<file path="config.mk">
export PLATFORM = sky130hd
export DESIGN_NAME = two_level_credit_admission_unit
export DESIGN_NICKNAME = d
export VERILOG_FILES = /design/src/hdl/tlca_pkg.sv /design/src/hdl/tlca_front.sv /design/src/hdl/tlca_queue.sv /design/src/hdl/tlca_back.sv /design/src/hdl/two_level_credit_admission_unit.sv
export SDC_FILE = /design/constraint.sdc
export NUM_CORES = 2
export LEC_CHECK = 0
export BUFFER_PORTS_ARGS = -buffer_cell sky130_fd_sc_hd__buf_2
export CORE_MARGIN = 4
export CORE_UTILIZATION = 53
export DETAILED_ROUTE_END_ITERATION = 6
export PLACE_DENSITY = 0.69
export REMOVE_ABC_BUFFERS = 1
export SYNTH_ARGS = -nofsm -noshare
export SYNTH_HDL_FRONTEND = slang
export SYNTH_SLANG_ARGS = --single-unit
</file>
<file path="constraint.sdc">
create_clock -name clk -period 11.4 [get_ports clk]
set_input_delay 1.14 -clock clk [delete_from_list [all_inputs] [get_ports clk]]
set_output_delay 1.14 -clock clk [all_outputs]
set_load 0.02 [all_outputs]
</file>
<file path="src/hdl/tlca_pkg.sv">
`default_nettype none

package tlca_pkg;

    localparam int unsigned RANGE_W    = 16;
    localparam int unsigned BYTE_W     = 40;
    localparam int unsigned REQ_BYTE_W = 32;
    localparam int unsigned SLOT_FIELD_W = 4;
    localparam int unsigned CFG_IDX_W  = 2;

    localparam int unsigned QUERY_SLOTS_DEFAULT = 16;
    localparam int unsigned QUEUE_DEPTH = 2;

    localparam logic [2:0] ACT_OPEN           = 3'd0;
    localparam logic [2:0] ACT_RESERVE_RANGE  = 3'd1;
    localparam logic [2:0] ACT_RESERVE_WB     = 3'd2;
    localparam logic [2:0] ACT_RELEASE_RANGE  = 3'd3;
    localparam logic [2:0] ACT_RELEASE_RESV   = 3'd4;
    localparam logic [2:0] ACT_CANCEL         = 3'd5;

    localparam logic [2:0] ST_OK            = 3'd0;
    localparam logic [2:0] ST_CANCELLED     = 3'd1;
    localparam logic [2:0] ST_QUERY_RANGES  = 3'd2;
    localparam logic [2:0] ST_QUERY_BYTES   = 3'd3;
    localparam logic [2:0] ST_GLOBAL_RANGES = 3'd4;
    localparam logic [2:0] ST_GLOBAL_BYTES  = 3'd5;
    localparam logic [2:0] ST_UNDERFLOW     = 3'd6;
    localparam logic [2:0] ST_ZERO_BYTES    = 3'd7;

    localparam logic [CFG_IDX_W-1:0] REG_GLOBAL_MAX_RANGES = 2'd0;
    localparam logic [CFG_IDX_W-1:0] REG_GLOBAL_MAX_BYTES  = 2'd1;
    localparam logic [CFG_IDX_W-1:0] REG_QUERY_MAX_RANGES  = 2'd2;
    localparam logic [CFG_IDX_W-1:0] REG_QUERY_MAX_BYTES   = 2'd3;

    localparam logic [RANGE_W-1:0] GLOBAL_MAX_RANGES_RST = 16'd64;
    localparam logic [BYTE_W-1:0]  GLOBAL_MAX_BYTES_RST  = 40'd268435456;
    localparam logic [RANGE_W-1:0] QUERY_MAX_RANGES_RST  = 16'd16;
    localparam logic [BYTE_W-1:0]  QUERY_MAX_BYTES_RST   = 40'd67108864;

    typedef struct packed {
        logic [2:0]              action;
        logic [SLOT_FIELD_W-1:0] query_slot;
        logic [REQ_BYTE_W-1:0]   bytes;
        logic                    range_held;
    } in_t;

    typedef struct packed {
        logic [2:0] status;
        logic       granted;
    } out_t;

    typedef enum logic [2:0] {
        OP_NONE,
        OP_OPEN,
        OP_CANCEL,
        OP_RESERVE,
        OP_ZERO,
        OP_RELEASE
    } op_kind_t;

    typedef struct packed {
        op_kind_t                kind;
        logic [SLOT_FIELD_W-1:0] slot;
        logic [REQ_BYTE_W-1:0]   bytes;
        logic                    take_range;
        logic                    rel_bytes;
        logic                    rel_range;
    } op_t;

endpackage

`default_nettype wire

</file>
<file path="src/hdl/tlca_front.sv">
`default_nettype none

module tlca_front #(
    parameter int unsigned QUERY_SLOTS = tlca_pkg::QUERY_SLOTS_DEFAULT
) (
    input  tlca_pkg::in_t req,
    output tlca_pkg::op_t op
);
    import tlca_pkg::*;

    logic slot_ok;
    logic zero_bytes;

    assign slot_ok    = 32'(req.query_slot) < 32'(QUERY_SLOTS);
    assign zero_bytes = (req.bytes == '0);

    always_comb
    begin
        op            = '0;
        op.kind       = OP_NONE;
        op.slot       = req.query_slot;
        op.bytes      = req.bytes;
        if (slot_ok)
        begin
            case (req.action)
                ACT_OPEN:
                begin
                    op.kind = OP_OPEN;
                end
                ACT_CANCEL:
                begin
                    op.kind = OP_CANCEL;
                end
                ACT_RESERVE_RANGE, ACT_RESERVE_WB:
                begin
                    op.kind       = zero_bytes ? OP_ZERO : OP_RESERVE;
                    op.take_range = (req.action == ACT_RESERVE_RANGE);
                end
                ACT_RELEASE_RANGE:
                begin
                    op.kind      = OP_RELEASE;
                    op.rel_range = 1'b1;
                end
                ACT_RELEASE_RESV:
                begin
                    op.kind      = OP_RELEASE;
                    op.rel_bytes = !zero_bytes;
                    op.rel_range = req.range_held;
                end
                default:
                begin
                    op.kind = OP_NONE;
                end
            endcase
        end
    end

endmodule

`default_nettype wire

</file>
<file path="src/hdl/tlca_queue.sv">
`default_nettype none

module tlca_queue (
    input  wire           clk,
    input  wire           rst_n,
    input  wire           push,
    input  tlca_pkg::op_t push_op,
    output logic          full,
    input  wire           pop,
    output logic          not_empty,
    output tlca_pkg::op_t head
);
    import tlca_pkg::*;

    localparam int unsigned PTR_W = (QUEUE_DEPTH > 1) ? $clog2(QUEUE_DEPTH) : 1;
    localparam int unsigned CNT_W = $clog2(QUEUE_DEPTH + 1);

    op_t              entry_reg [QUEUE_DEPTH];
    logic [PTR_W-1:0] wr_ptr_reg;
    logic [PTR_W-1:0] rd_ptr_reg;
    logic [CNT_W-1:0] count_reg;
    logic [PTR_W-1:0] wr_ptr_next;
    logic [PTR_W-1:0] rd_ptr_next;
    logic [CNT_W-1:0] count_next;

    assign full      = (count_reg == CNT_W'(QUEUE_DEPTH));
    assign not_empty = (count_reg != '0);
    assign head      = entry_reg[rd_ptr_reg];

    always_comb
    begin
        wr_ptr_next = wr_ptr_reg;
        rd_ptr_next = rd_ptr_reg;
        count_next  = count_reg;
        if (push)
        begin
            wr_ptr_next = (wr_ptr_reg == PTR_W'(QUEUE_DEPTH - 1)) ? '0 : wr_ptr_reg + 1'b1;
        end
        if (pop)
        begin
            rd_ptr_next = (rd_ptr_reg == PTR_W'(QUEUE_DEPTH - 1)) ? '0 : rd_ptr_reg + 1'b1;
        end
        if (push && !pop)
        begin
            count_next = count_reg + 1'b1;
        end
        else if (pop && !push)
        begin
            count_next = count_reg - 1'b1;
        end
    end

    always_ff @(posedge clk or negedge rst_n)
    begin
        if (!rst_n)
        begin
            wr_ptr_reg <= '0;
            rd_ptr_reg <= '0;
            count_reg  <= '0;
        end
        else
        begin
            wr_ptr_reg <= wr_ptr_next;
            rd_ptr_reg <= rd_ptr_next;
            count_reg  <= count_next;
        end
    end

    always_ff @(posedge clk)
    begin
        if (push)
        begin
            entry_reg[wr_ptr_reg] <= push_op;
        end
    end

endmodule

`default_nettype wire

</file>
<file path="src/hdl/tlca_back.sv">
`default_nettype none

module tlca_back #(
    parameter int unsigned QUERY_SLOTS = tlca_pkg::QUERY_SLOTS_DEFAULT
) (
    input  wire                               clk,
    input  wire                               rst_n,
    input  wire                               cfg_write,
    input  wire  [tlca_pkg::CFG_IDX_W-1:0]    cfg_index,
    input  wire  [tlca_pkg::BYTE_W-1:0]       cfg_data,
    input  wire                               op_valid,
    input  tlca_pkg::op_t                     op,
    output logic                              op_pop,
    output logic                              out_valid,
    input  wire                               out_stall,
    output tlca_pkg::out_t                    out_data
);
    import tlca_pkg::*;

    // slot field is four bits wide, so no more than sixteen slots are reachable
    localparam int unsigned MAX_SLOTS  = 1 << SLOT_FIELD_W;
    localparam int unsigned SLOT_DEPTH = (QUERY_SLOTS < MAX_SLOTS) ? QUERY_SLOTS : MAX_SLOTS;
    localparam int unsigned SLOT_W     = (SLOT_DEPTH > 1) ? $clog2(SLOT_DEPTH) : 1;

    logic [RANGE_W-1:0] gmax_ranges_reg;
    logic [BYTE_W-1:0]  gmax_bytes_reg;
    logic [RANGE_W-1:0] qmax_ranges_reg;
    logic [BYTE_W-1:0]  qmax_bytes_reg;

    logic [RANGE_W-1:0] qranges_reg [SLOT_DEPTH];
    logic [BYTE_W-1:0]  qbytes_reg  [SLOT_DEPTH];
    logic               qcancel_reg [SLOT_DEPTH];
    logic [RANGE_W-1:0] granges_reg;
    logic [BYTE_W-1:0]  gbytes_reg;

    logic               out_valid_reg;
    out_t               out_data_reg;

    logic [SLOT_W-1:0]  idx;
    logic [RANGE_W-1:0] cur_qr;
    logic [BYTE_W-1:0]  cur_qb;
    logic               cur_cf;
    logic [BYTE_W:0]    req_bytes;
    logic               qr_ok;
    logic               qb_ok;
    logic               gr_ok;
    logic               gb_ok;
    logic               qb_under;
    logic               gb_under;
    logic               qr_under;
    logic               gr_under;

    logic [RANGE_W-1:0] qranges_next;
    logic [BYTE_W-1:0]  qbytes_next;
    logic               qcancel_next;
    logic [RANGE_W-1:0] granges_next;
    logic [BYTE_W-1:0]  gbytes_next;
    out_t               result;

    assign op_pop    = op_valid && (!out_valid_reg || !out_stall);
    assign out_valid = out_valid_reg;
    assign out_data  = out_data_reg;

    assign idx       = op.slot[SLOT_W-1:0];
    assign cur_qr    = qranges_reg[idx];
    assign cur_qb    = qbytes_reg[idx];
    assign cur_cf    = qcancel_reg[idx];
    assign req_bytes = {{(BYTE_W + 1 - REQ_BYTE_W){1'b0}}, op.bytes};

    assign qr_ok = ({1'b0, cur_qr} + 17'd1) <= {1'b0, qmax_ranges_reg};
    assign gr_ok = ({1'b0, granges_reg} + 17'd1) <= {1'b0, gmax_ranges_reg};
    assign qb_ok = ({1'b0, cur_qb} + req_bytes) <= {1'b0, qmax_bytes_reg};
    assign gb_ok = ({1'b0, gbytes_reg} + req_bytes) <= {1'b0, gmax_bytes_reg};

    assign qb_under = op.rel_bytes && (req_bytes > {1'b0, cur_qb});
    assign gb_under = op.rel_bytes && (req_bytes > {1'b0, gbytes_reg});
    assign qr_under = op.rel_range && (cur_qr == '0);
    assign gr_under = op.rel_range && (granges_reg == '0);

    always_comb
    begin
        qranges_next   = cur_qr;
        qbytes_next    = cur_qb;
        qcancel_next   = cur_cf;
        granges_next   = granges_reg;
        gbytes_next    = gbytes_reg;
        result.status  = ST_OK;
        result.granted = 1'b0;
        case (op.kind)
            OP_OPEN:
            begin
                qcancel_next = 1'b0;
            end
            OP_CANCEL:
            begin
                qcancel_next = 1'b1;
            end
            OP_ZERO:
            begin
                result.status = ST_ZERO_BYTES;
            end
            OP_RESERVE:
            begin
                if (cur_cf)
                begin
                    result.status = ST_CANCELLED;
                end
                else if (op.take_range && !qr_ok)
                begin
                    result.status = ST_QUERY_RANGES;
                end
                else if (!qb_ok)
                begin
                    result.status = ST_QUERY_BYTES;
                end
                else if (op.take_range && !gr_ok)
                begin
                    result.status = ST_GLOBAL_RANGES;
                end
                else if (!gb_ok)
                begin
                    result.status = ST_GLOBAL_BYTES;
                end
                else
                begin
                    result.granted = 1'b1;
                    qbytes_next    = cur_qb + req_bytes[BYTE_W-1:0];
                    gbytes_next    = gbytes_reg + req_bytes[BYTE_W-1:0];
                    if (op.take_range)
                    begin
                        qranges_next = cur_qr + 1'b1;
                        granges_next = granges_reg + 1'b1;
                    end
                end
            end
            OP_RELEASE:
            begin
                if (op.rel_bytes)
                begin
                    qbytes_next = qb_under ? '0 : cur_qb - req_bytes[BYTE_W-1:0];
                    gbytes_next = gb_under ? '0 : gbytes_reg - req_bytes[BYTE_W-1:0];
                end
                if (op.rel_range)
                begin
                    qranges_next = qr_under ? '0 : cur_qr - 1'b1;
                    granges_next = gr_under ? '0 : granges_reg - 1'b1;
                end
                if (qb_under || gb_under || qr_under || gr_under)
                begin
                    result.status = ST_UNDERFLOW;
                end
            end
            default:
            begin
                result.status = ST_OK;
            end
        endcase
    end

    always_ff @(posedge clk or negedge rst_n)
    begin
        if (!rst_n)
        begin
            gmax_ranges_reg <= GLOBAL_MAX_RANGES_RST;
            gmax_bytes_reg  <= GLOBAL_MAX_BYTES_RST;
            qmax_ranges_reg <= QUERY_MAX_RANGES_RST;
            qmax_bytes_reg  <= QUERY_MAX_BYTES_RST;
        end
        else if (cfg_write)
        begin
            case (cfg_index)
                REG_GLOBAL_MAX_RANGES: gmax_ranges_reg <= cfg_data[RANGE_W-1:0];
                REG_GLOBAL_MAX_BYTES:  gmax_bytes_reg  <= cfg_data;
                REG_QUERY_MAX_RANGES:  qmax_ranges_reg <= cfg_data[RANGE_W-1:0];
                REG_QUERY_MAX_BYTES:   qmax_bytes_reg  <= cfg_data;
                default:               gmax_ranges_reg <= gmax_ranges_reg;
            endcase
        end
    end

    always_ff @(posedge clk or negedge rst_n)
    begin
        if (!rst_n)
        begin
            for (int i = 0; i < SLOT_DEPTH; i++)
            begin
                qranges_reg[i] <= '0;
                qbytes_reg[i]  <= '0;
                qcancel_reg[i] <= 1'b0;
            end
            granges_reg <= '0;
            gbytes_reg  <= '0;
        end
        else if (op_pop)
        begin
            qranges_reg[idx] <= qranges_next;
            qbytes_reg[idx]  <= qbytes_next;
            qcancel_reg[idx] <= qcancel_next;
            granges_reg      <= granges_next;
            gbytes_reg       <= gbytes_next;
        end
    end

    always_ff @(posedge clk or negedge rst_n)
    begin
        if (!rst_n)
        begin
            out_valid_reg <= 1'b0;
        end
        else if (op_pop)
        begin
            out_valid_reg <= 1'b1;
        end
        else if (!out_stall)
        begin
            out_valid_reg <= 1'b0;
        end
    end

    always_ff @(posedge clk)
    begin
        if (op_pop)
        begin
            out_data_reg <= result;
        end
    end

endmodule

`default_nettype wire

</file>
<file path="src/hdl/two_level_credit_admission_unit.sv">
`default_nettype none

// channel   direction  payload   handshake
// in        input      in_t      in_valid / in_stall
// out       output     out_t     out_valid / out_stall
// cfg       input      40 bit    cfg_write, cfg_index
//
// one request per cycle with out_stall low; out_valid is registered after the queue
// the back end reads and updates one slot and the global counters in the same cycle
// a two-entry queue sits between decode and execution; in_stall is high when it is full
// out_stall holds the output register and backs up the queue, then the input
// rst_n clears all counters and cancel flags and restores the limit registers

module two_level_credit_admission_unit #(
    parameter int unsigned QUERY_SLOTS = tlca_pkg::QUERY_SLOTS_DEFAULT
) (
    input  wire                            clk,
    input  wire                            rst_n,
    input  wire                            in_valid,
    output logic                           in_stall,
    input  tlca_pkg::in_t                  in_data,
    output logic                           out_valid,
    input  wire                            out_stall,
    output tlca_pkg::out_t                 out_data,
    input  wire                            cfg_write,
    input  wire  [tlca_pkg::CFG_IDX_W-1:0] cfg_index,
    input  wire  [tlca_pkg::BYTE_W-1:0]    cfg_data
);
    import tlca_pkg::*;

    op_t  front_op;
    op_t  head_op;
    logic queue_full;
    logic queue_not_empty;
    logic pop;
    logic push;

    assign in_stall = queue_full;
    assign push     = in_valid && !queue_full;

    tlca_front #(
        .QUERY_SLOTS (QUERY_SLOTS)
    ) u_front (
        .req (in_data),
        .op  (front_op)
    );

    tlca_queue u_queue (
        .clk       (clk),
        .rst_n     (rst_n),
        .push      (push),
        .push_op   (front_op),
        .full      (queue_full),
        .pop       (pop),
        .not_empty (queue_not_empty),
        .head      (head_op)
    );

    tlca_back #(
        .QUERY_SLOTS (QUERY_SLOTS)
    ) u_back (
        .clk       (clk),
        .rst_n     (rst_n),
        .cfg_write (cfg_write),
        .cfg_index (cfg_index),
        .cfg_data  (cfg_data),
        .op_valid  (queue_not_empty),
        .op        (head_op),
        .op_pop    (pop),
        .out_valid (out_valid),
        .out_stall (out_stall),
        .out_data  (out_data)
    );

endmodule

`default_nettype wire

</file>
## After elaboration in Yosys (flattened, before gate mapping)

Memories as Yosys holds them, arrays and structs flattened.
Cells that the tools add are included.

| word-level totals | value |
|---|---|
| output and inout bits | 6 |
| RAM bits | 84 |
| input port bits | 87 |
| memories | 1 |
| bits in registers | 1089 |

| operators by class | value |
|---|---|
| multiplexer cells | 74 |
| bitwise operators | 3 |
| $lt $le $gt $ge | 8 |
| $add $sub $neg | 16 |
| reductions and logical operators | 40 |
| eq/ne operators | 23 |

Memory list:

| name | words | bits a word | read ports | clocked after memory_dff | wr ports | RTL line | source |
|---|---|---|---|---|---|---|---|
| u_queue.entry_reg | 2 | 42 | 1 | 0 | 1 | tlca_queue.sv:18 | `op_t entry_reg [QUEUE_DEPTH];` |

Operators by type and width:

| cell | number |
|---|---|
| 2-to-1 mux 40 bit | 17 |
| bitwise mux 640 bit | 1 |
| 2-to-1 mux 16 bit | 19 |
| bitwise mux 256 bit | 1 |
| binary-select mux 40 bit (select 4 bit) | 1 |
| demux 40 bit (select 4 bit) | 1 |
| case mux 40 bit (2 select lines) | 2 |
| adder 40 x 32 -> 41 bit | 2 |
| less-or-equal comparator 41 x 40 -> 1 bit | 2 |
| adder 40 x 32 -> 40 bit | 2 |
| > comparator 32 x 40 -> 1 bit | 2 |
| subtractor 40 x 32 -> 40 bit | 2 |
| binary-select mux 16 bit (select 4 bit) | 1 |
| demux 16 bit (select 4 bit) | 1 |
| case mux 16 bit (2 select lines) | 2 |
| adder 16 x 1 -> 17 bit (second input constant) | 2 |
| less-or-equal comparator 17 x 16 -> 1 bit | 2 |
| adder 16 x 1 -> 16 bit (second input constant) | 2 |
| logical NOT 16 bit | 2 |
| logical NOT 32 bit | 1 |
| subtractor 16 x 1 -> 16 bit (second input constant) | 2 |
| 2-to-1 mux 3 bit | 7 |
| bitwise mux 16 bit | 1 |
| equality test 3 x 2 -> 1 bit (second input constant) | 4 |
| 31 further kinds | 85 |

## Depth between registers and ports, before layout

An unclocked memory read counts as a cell.

| depth | value |
|---|---|
| depth after elaboration | 14 |
| gate-level depth with buffers | 42 |
| gate-level depth less buffers | 29 |

## Hierarchy

Synthesis repeated with hierarchy kept, for this count alone.

| unflattened totals | value |
|---|---|
| cells, all modules | 5740 |
| area total of the unflattened synthesis | 64351.7 um^2 |

Modules (own cells, without submodules):

| module | cells an instance | area an instance (um^2) | instances |
|---|---|---|---|
| tlca_back | 5529 | 60473.0 | 1 |
| tlca_queue | 147 | 3422.0 | 1 |
| tlca_front | 63 | 442.9 | 1 |
| two_level_credit_admission_unit | 1 | 13.8 | 1 |

## Worst setup path before layout

OpenSTA, ideal clock, no wires.

| path | value |
|---|---|
| path kind | reg-to-reg |
| start | reg u_queue.rd_ptr_reg |
| end | reg u_back.qbytes_reg[310] (netlist name) |
| setup time | 0.129 ns |
| path slack | 1.712 ns |
| clock period less this slack | 9.688 ns |
| path buffers | 13 |
| data required time | 11.271 ns |
| data arrival time | 9.558 ns |
| cell stages (with the launch flop) | 39 |
| path through | dfrtp_1 > buf_6 > mux2_4 > buf_6 > buf_6 > buf_6 > buf_6 > buf_6 > buf_4 > buf_2 > buf_1 > buf_1 > mux4_2 > a221o_1 > ha_1 > clkbuf_1 > inv_1 > a2111oi_0 > [3 not listed] > o211a_1 > o21ai_0 > or2_2 > xnor2_1 > ha_1 > nand2_1 > nor3_1 > nand4_1 > nor3_1 > a211oi_1 > a21boi_0 > a2111o_1 > o31ai_4 > nand2_2 > buf_4 > a222oi_1 > buf_6 > o21ai_1 |

| between the ends | value |
|---|---|
| longest elaborated chain between the ends | 13 |
| elaborated cells between the ends (all ways) | 40 |

Ends and longest elaborated chain:

| item | RTL line | source |
|---|---|---|
| from (decl) | tlca_queue.sv:20 | `logic [PTR_W-1:0] rd_ptr_reg;` |
| from (signal assigned) | tlca_queue.sv:64 | `rd_ptr_reg <= rd_ptr_next;` |
| memory (2 x 42 bit) (*) | - |  |
| branches (longest 11 deep; another with adder 40 x 32 -> 41 bit) | - |  |
| bitwise mux 640 bit (*) | tlca_back.sv:197 | `qbytes_reg[idx] <= qbytes_next;` |
| to (signal, indexed assignment) | tlca_back.sv:197 |  |
| to (decl) | tlca_back.sv:31 | `logic [BYTE_W-1:0] qbytes_reg [SLOT_DEPTH];` |

Mark *: on every way between the ends. The select of a mux whose other input is x is not followed.
A chain may end at the register's enable or synchronous reset.

## Worst setup path after layout

| path | value |
|---|---|
| start | reg u_queue.rd_ptr_reg |
| end | reg u_back.qbytes_reg[469] (netlist name) |

The elaborated chain is that of the path after synthesis.

==> impl_metrics.ini <==
[status]
status = complete, but fails checks
violations = DRC

[clock_tree]
clock_sinks = 1173
cts_hold_buf = 0
cts_buffers = 119
htree_levels = 3
clock-root-buffer = clkbuf_16
cts_setup_buffers = 0
ctsResizeCount = 0
clock_latency_ns = 0.75
clk_pin_slew_ns = 0.06
cts_tree = done
clk_path_buf_depth = 3

[timing]
fin_hold_ws_ns = 0.3900
drv_slew = 0
rsz0062_at_grt = no
finClkSkew_ns = 0.06728
finalSetupViolCount = 0
fin_ws_ns = 0.6999
fmax_mhz = 93.46
worst_pin_slew_ns = 1.270
min_period_ns = 10.70
hold_viol = 0
slew_headroom = 0.1521
post-route-period-util = 0.9386

[logic_synthesis]
synthCells = 6443
yosys_register_bits = 1173
synth_area_leaders = dfrtp_1 43%, o21ai_0 9.1%, nand2_1 6.2%
synthesis.area_mm2 = 0.06243
ys_warn_count = 0
yosysUniqueCellTypes = 93
ys_seq_area_frac = 0.4773
ys_async_sr_fraction = 0.9250
synthFlopType = dfrtp_1
synth_top_area_share = 0.4333
avgSynthCellArea_um2 = 9.690
post-synth-top-area-cell = dfrtp_1
synth-edff-count = 88

[worst_setup_path]
crit_start = u_queue.rd_ptr_reg
max_stage_delay_ns = 1.09
r2r_setup_slack_ns = 0.70
crit_cells = 28
rr_startpoint = u_queue.rd_ptr_reg
cp_num_buf_inv = 2
reg2reg_depth = 28
end_kind = register
crit_path_end = u_back.qbytes_reg[469]
path_max_fanout = 35
cp_slowest_cell = a221oi_2
crit_type = reg2reg
r2r-end = u_back.qbytes_reg[469]
arrival_ns = 11.25
worstSetupStartpointType = register
crit_family = compound AO/OA/AOI/OAI gates
critPathRequiredTime_ns = 11.95

[pwr]
pwr-share-comb = 0.537
vdd_drop_max_uv = 161.4
clkPwrFrac = 0.182
sw_frac_of_total = 0.4596
seqPwrFrac = 0.281
p_per_area_mw_per_mm2 = 336.3
p_leak_nw = 30.20
cellInternalPower_mw = 12.44
switchingPower_mw = 10.58

[placement]
dp_hpwl_um = 127800
post_dp_cell_area_mm2 = 0.06425
port_buffers = 92
dp_slack_ns = 0.8529
dpl.cell_count = 7705
gp_congestion = 0.9873

[cells_and_area]
utilization = 0.5875
drive_gt1_frac = 0.1207
final_cell_area_mm2 = 0.06845
final_cell_mix = 1137 x o21ai_0, 1080 x dfrtp_1, 1008 x nand2_1, 296 x nor2_1, 296 x a21oi_1
layout_commonest_cell = o21ai_0
synthToLayoutAreaGrowth_pct = 9.642
largest_register_ffs = 640
fin_nets = 6639
n_fill_cell = 9836
instances_no_fill = 7929

[run]
cap_violations = 0

[global_routing]
grt_pass1_wl_um = 298900
grt_max_degree = 181
grt.total_usage = 0.3156
antenna_found_initial = 6
first_global_vias = 48480
gr-total-overflow = 0

[die]
die_w_um = 351.2
dieHeight_um = 351.2
io_pins = 93
rows = 125
initial_core_util = 0.5358
dieArea_mm2 = 0.1233
core_area_mm2 = 0.1165

[detailed_routing]
via_count = 50520
wl_per_cell_um = 24.74
ant_nets = 0
firstDrtPassIters = 7
drt_wl_total_um = 196200
drtIter0Drc = 5694
drc_errors = 5
via_per_inst = 6.371

[worst_hold_path]
min_path_type = in2async
## worst min path at each step
stage | endpoint | cells past startpoint
floorplan | u_back.qbytes_reg[353] | 2
global placement | u_back.qbytes_reg[433] | 2
detailed placement | u_back.qbytes_reg[553] | 2
CTS | u_back.granges_reg[10] | 1
global route | u_back.granges_reg[10] | 1
finish | u_back.granges_reg[10] | 1
## metal layers
layer	vias to the layer above	track usage	wire length [um]
li1	22820	-	-
met1	24970	0.4564	84100
met2	2327	0.4785	85890
met3	396	0.06157	18960
met4	4	0.1103	7182
met5	-	0	24
## worst reg2reg max path, delay by kind of cell (launching register included)
family                   cells  cell delay [ns]
adder cells (fa/ha/maj)      2             0.62
buffers and inverters        2             0.41
flip-flops                   1             0.83
AND/OR/NAND/NOR              7             1.61
multiplexers                 2             1.29
XOR/XNOR                     1             0.07
AO/OA/AOI/OAI               14             5.68
## kinds of logic after synthesis
kind of cell | share of synthesized area
flops | 0.4773
compound gates | 0.1989
mux | 0.09057
buf+inv | 0.04571
simple gates | 0.1180
xor+xnor | 0.01880
fa+ha+maj | 0.05074
## power by group through the flow
stage          Combinational (mW)  Clock, mW  Sequential [mW]
2_1_floorplan                8.10          0             6.25
3_3_place_gp                 11.9          0             6.43
3_5_place_dp                 12.0          0             6.49
4_1_cts                      12.1       4.24             6.44
5_1_grt                      13.5       4.41             6.61
6_report                     12.4       4.18             6.47
## cell usage after synthesis, types with 26 or more instances
master    instances
a211oi_1         27
nor3_1           62
buf_2            28
nand2_1        1024
mux4_2          145
o22ai_1          48
or4_1            26
and3_1           29
nor2_1          299
nor4_1           32
mux2_2          105
ha_1            246
nand3_1          63
a21oi_1         296
o21ai_1          33
xor2_1           37
o21ai_0        1138
o31ai_1          53
a21o_1           50
a31oi_1          33
clkbuf_1        408
xnor2_1          97
a41oi_1          46
nand2b_1         27
a22o_1           26
edfxtp_1         88
nand4_1          36
a221o_1          36
dfrtp_1        1081
buf_1            35
a22oi_1          49
inv_1           220
mux2i_1         119
## final cells by class
class	instances	area (um^2)	area share
Tap cell	1524	1907	0.02786
Sequential cell	1173	29800	0.4354
Clock buffer	167	3423	0.05001
Antenna cell	1	2.502	0.00003656
Timing Repair Buffer	233	1642	0.02398
Clock inverter	56	779.5	0.01139
Inverter	224	840.8	0.01228
Multi-Input combinational cell	4551	30050	0.4391
## through the flow
step	total power [mW]	TNS, ns
2_1_floorplan	14.35	-556.99
3_3_place_gp	18.31	0
3_5_place_dp	18.52	0
4_1_cts	22.77	0
5_1_grt	24.46	0
6_report	23.02	0
Power figures use the tool's default switching activity.
